`config.mk`:
```
export PLATFORM = sky130hd
export DESIGN_NAME = glob_wildcard_matcher_core
export DESIGN_NICKNAME = d
export VERILOG_FILES = /design/src/sv/gwm_pkg.sv /design/src/sv/gwm_cell.sv /design/src/sv/glob_wildcard_matcher_core.sv
export SDC_FILE = /design/constraint.sdc
export NUM_CORES = 1
export LEC_CHECK = 0
export BUFFER_PORTS_ARGS = -buffer_cell sky130_fd_sc_hd__buf_2
export CELL_PAD_IN_SITES_DETAIL_PLACEMENT = 1
export CELL_PAD_IN_SITES_GLOBAL_PLACEMENT = 1
export CORE_MARGIN = 1.5
export CORE_UTILIZATION = 42
export DETAILED_ROUTE_END_ITERATION = 10
export PLACE_DENSITY = 0.82
export SYNTH_ARGS = -nofsm -noshare
export SYNTH_HDL_FRONTEND = slang
export SYNTH_SLANG_ARGS = --single-unit
```
`constraint.sdc`:
```
create_clock -name aclk -period 4.5 [get_ports aclk]
set_clock_uncertainty 0.05 [all_clocks]
set_input_delay 0.225 -clock aclk [delete_from_list [all_inputs] [get_ports aclk]]
set_output_delay 0.225 -clock aclk [all_outputs]
set_load 0.03 [all_outputs]
```
`src/sv/gwm_pkg.sv`:
```
// Glob wildcard matcher: shared types and constants.
// Used by gwm_cell and glob_wildcard_matcher_core; no dependencies.
`default_nettype none

package gwm_pkg;

    // Pattern metacharacters
    localparam logic [7:0] CHAR_ANY = 8'h3F;  // '?'
    localparam logic [7:0] CHAR_RUN = 8'h2A;  // '*'

    // Configuration register map
    localparam int CFG_INDEX_W    = 3;
    localparam int CFG_DATA_W     = 64;
    localparam int CFG_LEN_W      = 6;
    localparam int PAT_WORDS      = 4;
    localparam int BYTES_PER_WORD = 8;
    localparam int PAT_BYTES      = PAT_WORDS * BYTES_PER_WORD;

    localparam logic [CFG_INDEX_W-1:0] REG_PATTERN_WORD0  = 3'd0;
    localparam logic [CFG_INDEX_W-1:0] REG_PATTERN_WORD1  = 3'd1;
    localparam logic [CFG_INDEX_W-1:0] REG_PATTERN_WORD2  = 3'd2;
    localparam logic [CFG_INDEX_W-1:0] REG_PATTERN_WORD3  = 3'd3;
    localparam logic [CFG_INDEX_W-1:0] REG_PATTERN_LENGTH = 3'd4;

    // Per-cycle control broadcast to every cell
    typedef struct packed {
        logic step;      // consume a text byte, keep result
        logic restart;   // load start set (text ended)
        logic byte_in;   // item carries a text byte
    } cell_ctrl_t;

endpackage

`default_nettype wire

```
`src/sv/gwm_cell.sv`:
```
// One NFA position of the glob matcher: pattern byte plus active bit.
// Chained to its neighbors; depends on gwm_pkg.
`default_nettype none

module gwm_cell #(
    parameter int INDEX = 0,
    parameter int LEN_W = 6
) (
    input  wire logic                aclk,
    input  wire logic                aresetn,
    input  wire gwm_pkg::cell_ctrl_t ctrl,
    input  wire logic [7:0]          text_byte,
    input  wire logic                pat_we,
    input  wire logic [7:0]          pat_wdata,
    input  wire logic [LEN_W-1:0]    pat_len,
    input  wire logic                adv_in,
    input  wire logic                clo_in,
    input  wire logic                pre_in,
    output logic                     adv_out,
    output logic                     clo_out,
    output logic                     pre_out,
    output logic                     hit_out
);

    logic [7:0] pat_reg;
    logic       act_reg;
    logic       act_next;

    logic in_use;
    logic is_end;
    logic is_star;
    logic is_any;
    logic cur;
    logic nxt;
    logic closed;

    always_comb begin
        in_use  = LEN_W'(INDEX) < pat_len;
        is_end  = LEN_W'(INDEX) == pat_len;
        is_star = pat_reg == gwm_pkg::CHAR_RUN;
        is_any  = pat_reg == gwm_pkg::CHAR_ANY;

        // held bit, dropped past the length, closed over stars of the current pattern
        cur     = (act_reg & (in_use | is_end)) | pre_in;
        pre_out = cur & in_use & is_star;

        // byte step: a star holds its position, a literal or '?' advances
        adv_out = cur & in_use & ~is_star & (is_any | (pat_reg == text_byte));
        nxt     = pre_out | adv_in;

        // forward star closure of the new set ripples from cell to cell
        closed  = nxt | clo_in;
        clo_out = closed & in_use & is_star;

        hit_out = is_end & (ctrl.byte_in ? closed : cur);

        act_next = act_reg;
        if (ctrl.restart) begin
            act_next = (INDEX == 0);
        end else if (ctrl.step) begin
            act_next = closed;
        end
    end

    always_ff @(posedge aclk) begin
        if (!aresetn) begin
            pat_reg <= 8'h00;
            act_reg <= (INDEX == 0);
        end else begin
            if (pat_we) begin
                pat_reg <= pat_wdata;
            end
            act_reg <= act_next;
        end
    end

endmodule

`default_nettype wire

```
`src/sv/glob_wildcard_matcher_core.sv`:
```
// Glob wildcard matcher top level: config registers, result register, cell chain.
// Depends on gwm_pkg and gwm_cell.
`default_nettype none

// Streams a text one byte per item and matches it against a glob pattern of
// up to PATTERN_MAX bytes ('*' = any run incl. empty, '?' = any one byte,
// other bytes literal, case-sensitive). The verdict (m_matched) is one result
// item for each input item with s_last set; an empty text is a single item
// with s_byte_valid low and s_last high. Items without s_last and without a
// valid byte are dropped. Throughput is one item per clock while the result
// side keeps up: each cell holds one NFA position, and the star closure of
// the held set, the byte step and the closure of the new set ripple through
// the chain in the same cycle, so the critical path grows linearly with
// PATTERN_MAX. m_valid rises in the cycle after a last item is accepted.
// The single result register frees as it is read, so s_ready drops only
// while a verdict waits with m_ready low, and then every input item waits.
// Pattern words/length are written over the cfg_wr_* port while no item is
// offered; a write takes effect at its clock edge with no stall. The held
// active set is cleared above the current length and star-closed against the
// current pattern each time an item uses it, so it survives a pattern change
// mid-text. pattern_length saturates at PATTERN_MAX; pattern bytes that no
// word register reaches stay zero.
module glob_wildcard_matcher_core #(
    parameter int PATTERN_MAX = 32
) (
    input  wire logic                              aclk,
    input  wire logic                              aresetn,

    input  wire logic                              cfg_wr_en,
    input  wire logic [gwm_pkg::CFG_INDEX_W-1:0]   cfg_wr_index,
    input  wire logic [gwm_pkg::CFG_DATA_W-1:0]    cfg_wr_data,

    input  wire logic                              s_valid,
    output logic                                   s_ready,
    input  wire logic [7:0]                        s_text_byte,
    input  wire logic                              s_byte_valid,
    input  wire logic                              s_last,

    output logic                                   m_valid,
    input  wire logic                              m_ready,
    output logic                                   m_matched
);

    localparam int NUM_POS = PATTERN_MAX + 1;
    localparam int LEN_W   = $clog2(PATTERN_MAX + 1);

    logic [LEN_W-1:0] len_reg;
    logic [LEN_W-1:0] len_next;
    logic             m_valid_reg;
    logic             m_matched_reg;

    logic                accept;
    gwm_pkg::cell_ctrl_t ctrl;
    logic [6:0]          len_raw;

    // chain links between neighboring cells
    logic [NUM_POS-1:0] adv_link;
    logic [NUM_POS-1:0] clo_link;
    logic [NUM_POS-1:0] pre_link;
    logic [NUM_POS-1:0] hit;
    logic [NUM_POS-1:0] pat_we;
    logic [7:0]         pat_wdata [NUM_POS];

    assign s_ready   = ~m_valid_reg | m_ready;
    assign accept    = s_valid & s_ready;
    assign m_valid   = m_valid_reg;
    assign m_matched = m_matched_reg;

    always_comb begin
        ctrl.step    = accept & s_byte_valid & ~s_last;
        ctrl.restart = accept & s_last;
        ctrl.byte_in = s_byte_valid;

        len_raw  = {1'b0, cfg_wr_data[gwm_pkg::CFG_LEN_W-1:0]};
        len_next = (len_raw > 7'(PATTERN_MAX)) ? LEN_W'(PATTERN_MAX) : LEN_W'(len_raw);
    end

    assign adv_link[0] = 1'b0;
    assign clo_link[0] = 1'b0;
    assign pre_link[0] = 1'b0;

    genvar p;
    generate
        for (p = 0; p < NUM_POS; p++) begin : g_cell
            // byte lane select for positions a word register reaches
            if (p < gwm_pkg::PAT_BYTES && p < PATTERN_MAX) begin : g_we
                assign pat_we[p] = cfg_wr_en &&
                    (cfg_wr_index == gwm_pkg::REG_PATTERN_WORD0
                                     + gwm_pkg::CFG_INDEX_W'(p / gwm_pkg::BYTES_PER_WORD));
                assign pat_wdata[p] =
                    cfg_wr_data[8*(p % gwm_pkg::BYTES_PER_WORD) +: 8];
            end else begin : g_no_we
                assign pat_we[p]    = 1'b0;
                assign pat_wdata[p] = 8'h00;
            end

            if (p < NUM_POS - 1) begin : g_mid
                gwm_cell #(
                    .INDEX (p),
                    .LEN_W (LEN_W)
                ) u_cell (
                    .aclk      (aclk),
                    .aresetn   (aresetn),
                    .ctrl      (ctrl),
                    .text_byte (s_text_byte),
                    .pat_we    (pat_we[p]),
                    .pat_wdata (pat_wdata[p]),
                    .pat_len   (len_reg),
                    .adv_in    (adv_link[p]),
                    .clo_in    (clo_link[p]),
                    .pre_in    (pre_link[p]),
                    .adv_out   (adv_link[p+1]),
                    .clo_out   (clo_link[p+1]),
                    .pre_out   (pre_link[p+1]),
                    .hit_out   (hit[p])
                );
            end else begin : g_tail
                // final position: end of chain, links out left open
                gwm_cell #(
                    .INDEX (p),
                    .LEN_W (LEN_W)
                ) u_cell (
                    .aclk      (aclk),
                    .aresetn   (aresetn),
                    .ctrl      (ctrl),
                    .text_byte (s_text_byte),
                    .pat_we    (pat_we[p]),
                    .pat_wdata (pat_wdata[p]),
                    .pat_len   (len_reg),
                    .adv_in    (adv_link[p]),
                    .clo_in    (clo_link[p]),
                    .pre_in    (pre_link[p]),
                    .adv_out   (),
                    .clo_out   (),
                    .pre_out   (),
                    .hit_out   (hit[p])
                );
            end
        end
    endgenerate

    always_ff @(posedge aclk) begin
        if (!aresetn) begin
            len_reg     <= '0;
            m_valid_reg <= 1'b0;
        end else begin
            if (cfg_wr_en && cfg_wr_index == gwm_pkg::REG_PATTERN_LENGTH) begin
                len_reg <= len_next;
            end
            if (accept && s_last) begin
                m_valid_reg <= 1'b1;
            end else if (m_ready) begin
                m_valid_reg <= 1'b0;
            end
        end
    end

    // verdict: end position reached after the last byte
    always_ff @(posedge aclk) begin
        if (accept && s_last) begin
            m_matched_reg <= |hit;
        end
    end

`ifndef NO_ASSERTIONS
    // a last item always produces a verdict in the next cycle
    a_last_gives_result: assert property (@(posedge aclk) disable iff (!aresetn)
        (s_valid && s_ready && s_last) |=> m_valid)
        else $error("verdict missing after last item");

    // a verdict only appears after a last item was taken
    a_result_from_last: assert property (@(posedge aclk) disable iff (!aresetn)
        $rose(m_valid) |-> $past(s_valid && s_ready && s_last))
        else $error("verdict without a last item");

    // a waiting verdict stays put until taken
    a_result_held: assert property (@(posedge aclk) disable iff (!aresetn)
        (m_valid && !m_ready) |=> (m_valid && $stable(m_matched)))
        else $error("verdict dropped or changed while waiting");

    // input is only held off by a waiting verdict
    a_ready_when_empty: assert property (@(posedge aclk) disable iff (!aresetn)
        !m_valid |-> s_ready)
        else $error("input stalled with no verdict waiting");
`endif

endmodule

`default_nettype wire
```
==> run_results.csv <==
group,metric,value,unit
status,status,"finished, violations left",
status,failed_checks,"negative setup slack",
worst_setup_path,worstReg2RegStart,"len_reg[4]",
logic_synthesis,synthCells,2581,
worst_hold_path,whs_endpoint,"m_valid",
layout,finalInstanceArea,25700,um^2
worst_hold_path,holdPathStages,3,
drt,m1WireLength,40.9,mm
logic_synthesis,synth.area.top_cells,"dfxtp_1 31%, nand2_1 12%, a21boi_0 10%",
job,maxCapViolCount,0,
layout,area_growth,32.6,%
floorplanning,die-area,47500,um^2
worst_setup_path,worstReg2RegEnd,"m_matched",
sta,period_share,1.05,
layout,drive_above_1_share,0.231,
clocking,cts_htree_levels,2,
logic_synthesis,yosys_warnings,0,
pwr,p_clk_frac,0.472,
drt,num_vias,23100,
sta,max_freq,212,MHz
worst_setup_path,r2r_slack,-0.22,ns
logic_synthesis,synthTopCellsByCount,"644 x nand2_1, 296 x dfxtp_1, 265 x a21boi_0",
global_route,grt_max_degree,122,
logic_synthesis,synthArstFlopShare,0,
sta,finalSetupViolations,7,
global_route,antenna_found_initial,5,
place,place_ws,-0.645,ns
drt,vias_per_cell,6.28,
floorplanning,row_count,78,
worst_setup_path,path_class,"flop to flop",
pwr,p_switching,1.96,mW
logic_synthesis,syn-num-nets,2663,
sta,finalWorstSetupSlack,-0.216,ns
logic_synthesis,netlist-cell-type-count,114,
logic_synthesis,syn_area,19400,um^2
sta,hold_viol,0,
pwr,p_comb_frac,0.126,
logic_synthesis,yosysSeqAreaShare,0.307,
clocking,path_clk_slew,0.06,ns
sta,worst_pin_slew,1.20,ns
clocking,cts.sink_count,297,
floorplanning,coreArea,45500,um^2
floorplanning,start_util,0.426,
layout,fill_cells,5621,
drt,drt-pass1-iter-count,5,
floorplanning,die_h,218,um
place,place.gp.congestion,1.02,
sta,setup_tns,-0.585,ns
worst_setup_path,crit_arrival,4.95,ns
drt,highest_layer,"met5",
worst_setup_path,worstPathMaxFanout,5,
logic_synthesis,yosysTopAreaCell,"dfxtp_1",
drt,wire_per_inst,27.7,um
global_route,grt_overflow,0,
worst_setup_path,end_kind,"flop",
sta,drv_slew,0,
drt,wl,102,mm
worst_hold_path,holdCritStartpoint,"m_ready",
sta,rsz0062_at_grt,"true",
drt,antenna_left,0,
drt,drtIter0Drc,2021,
pwr,peakVddDrop,0.291,mV
floorplanning,ios,85,
clocking,cts_buffer_depth,3,
global_route,grt_pass1_vias,24500,
sta,min_period,4.72,ns
logic_synthesis,ys_ff_latch,297,
worst_setup_path,cp-startpoint,"len_reg[4]",
drt,drcViolationCount,0,
drt,dr_wl_met2,47.0,mm
logic_synthesis,synth_edf_count,1,
clocking,cts_tree,"done",
worst_setup_path,worstPathRequired,4.73,ns
layout,regArea,5960,um^2
pwr,p_seq_frac,0.402,
layout,multiInputGateArea,13100,um^2
place,post_dp_cell_area,23200,um^2
pwr,intPower,4.89,mW
place,portBuffers,84,
logic_synthesis,synth.most_common_cell,"nand2_1",
logic_synthesis,ys.flop_type,"dfxtp_1",
clocking,clock-root-buffer,"clkbuf_16",
worst_setup_path,r2r_cells,19,
layout,largest_reg_flops,256,
clocking,cts_buffers,38,
drt,route.met3.wl,7.86,mm
pwr,swShare,0.286,
pwr,cellPowerDensity,267,nW/um^2
worst_hold_path,hold_class,"primary input to flop",
pwr,power_leakage,9.33,nW
clocking,insertion_delay,0.58,ns
layout,nNetsFinal,3130,
global_route,grt_use_total,0.421,
logic_synthesis,syn_avg_cell_area,7.51,um^2
place,dp_hpwl,70.1,mm
worst_setup_path,startpoint_type,"flop",
logic_synthesis,synth_top_area_share,0.306,
global_route,grt_pass1_wl,152,mm
floorplanning,die_w,218,um
sta,max-slew-margin-rel,0.198,
-- metrics by stage --
| step | utilization | power (mW) | cells | hold slack (ns) |
|---|---|---|---|---|
| finish | 0.566 | 6.86 | 3677 | 0.0106 |
| global route | 0.565 | 6.99 | 3676 | 0.0608 |
| global placement | 0.510 | 3.53 | 3520 | 0.416 |
| detailed placement | 0.510 | 3.56 | 3520 | 0.434 |
| floorplan | - | 3.20 | 2581 | 0.320 |
| CTS | 0.560 | 6.76 | 3666 | 0.00499 |
-- timing repair --
action	4_1_cts	5_1_grt
pin swaps	44	30
hold buffers	65	0
setup buffers	15	9
gates resized for setup	65	38
gates cloned	0	0
endpoints found under the hold margin	253	0
setup endpoints to repair	8	14
-- power by group through the flow --
stage	clock network [mW]	registers, mW	logic (mW)
floorplan	0	2.79	0.409
global placement	0	2.80	0.729
detailed placement	0	2.81	0.757
CTS	3.19	2.75	0.820
global route	3.34	2.76	0.900
finish	3.24	2.76	0.866
-- worst max path at each step --
stage / endpoint / depth (start not counted)
3_3_place_gp: m_matched / 16
4_1_cts: m_matched / 19
2_1_floorplan: m_matched / 16
5_1_grt: m_matched / 19
3_5_place_dp: m_matched / 18
6_report: m_matched / 19
-- layout by cell type, fill, tap and decap left out, drive strengths merged, types with 25 or more instances in the layout --
cell type,Yosys,layout
nand2,645,645
buf,29,516
dfxtp,296,296
a21boi,267,267
xnor2,168,168
nor2,145,145
xor2,88,88
a21oi,80,80
o21ai,69,69
nor3,68,68
dlygate4sd3,1,65
nand4,56,56
nand3,55,55
clkbuf,124,52
nor4,42,42
inv,23,25
a211oi,25,25
-- per-layer routing --
| metal | track usage | up-vias |
|---|---|---|
| met1 | 0.511 | 11500 |
| met2 | 0.689 | 1097 |
| met4 | 0.246 | 6 |
| li1 | - | 10000 |
| met5 | 0 | - |
| met3 | 0.0842 | 405 |
-- worst max-delay path, cell delays in order (launching register included) --
cell,delay (ns)
dfxtp_2,0.33
buf_4,0.13
or4_4,0.58
o211ai_4,0.24
nor4_4,0.07
buf_4,0.16
o2111ai_4,0.35
buf_6,0.16
a211oi_2,0.06
a31o_1,0.22
a311o_1,0.29
nor3_2,0.11
buf_4,0.17
o21ai_1,0.08
or3b_4,0.43
a2111oi_4,0.35
nor4b_4,0.27
nand2_2,0.11
nor3_2,0.13
nand4_1,0.13
-- logic make-up (layout without fill, tap and decap cells) --
kind of cell           Yosys count  after routing  share of synthesized area
AO/OA/AOI/OAI                  644            644                      0.243
XOR/XNOR                       256            256                      0.116
buffers and inverters          178            671                     0.0401
flip-flops                     297            297                      0.307
other                            0              3                          0
AND/OR/NAND/NOR               1206           1206                      0.294
-- cell type report --
class | count | share of cell area
Timing Repair Buffer | 582 | 0.177
Sequential cell | 297 | 0.232
Antenna cell | 3 | 0.000292
Clock buffer | 51 | 0.0416
Tap cell | 600 | 0.0292
Multi-Input combinational cell | 2106 | 0.509
Inverter | 23 | 0.00336
Clock inverter | 15 | 0.00749
Note: power is estimated with default switching activity, not from simulation.
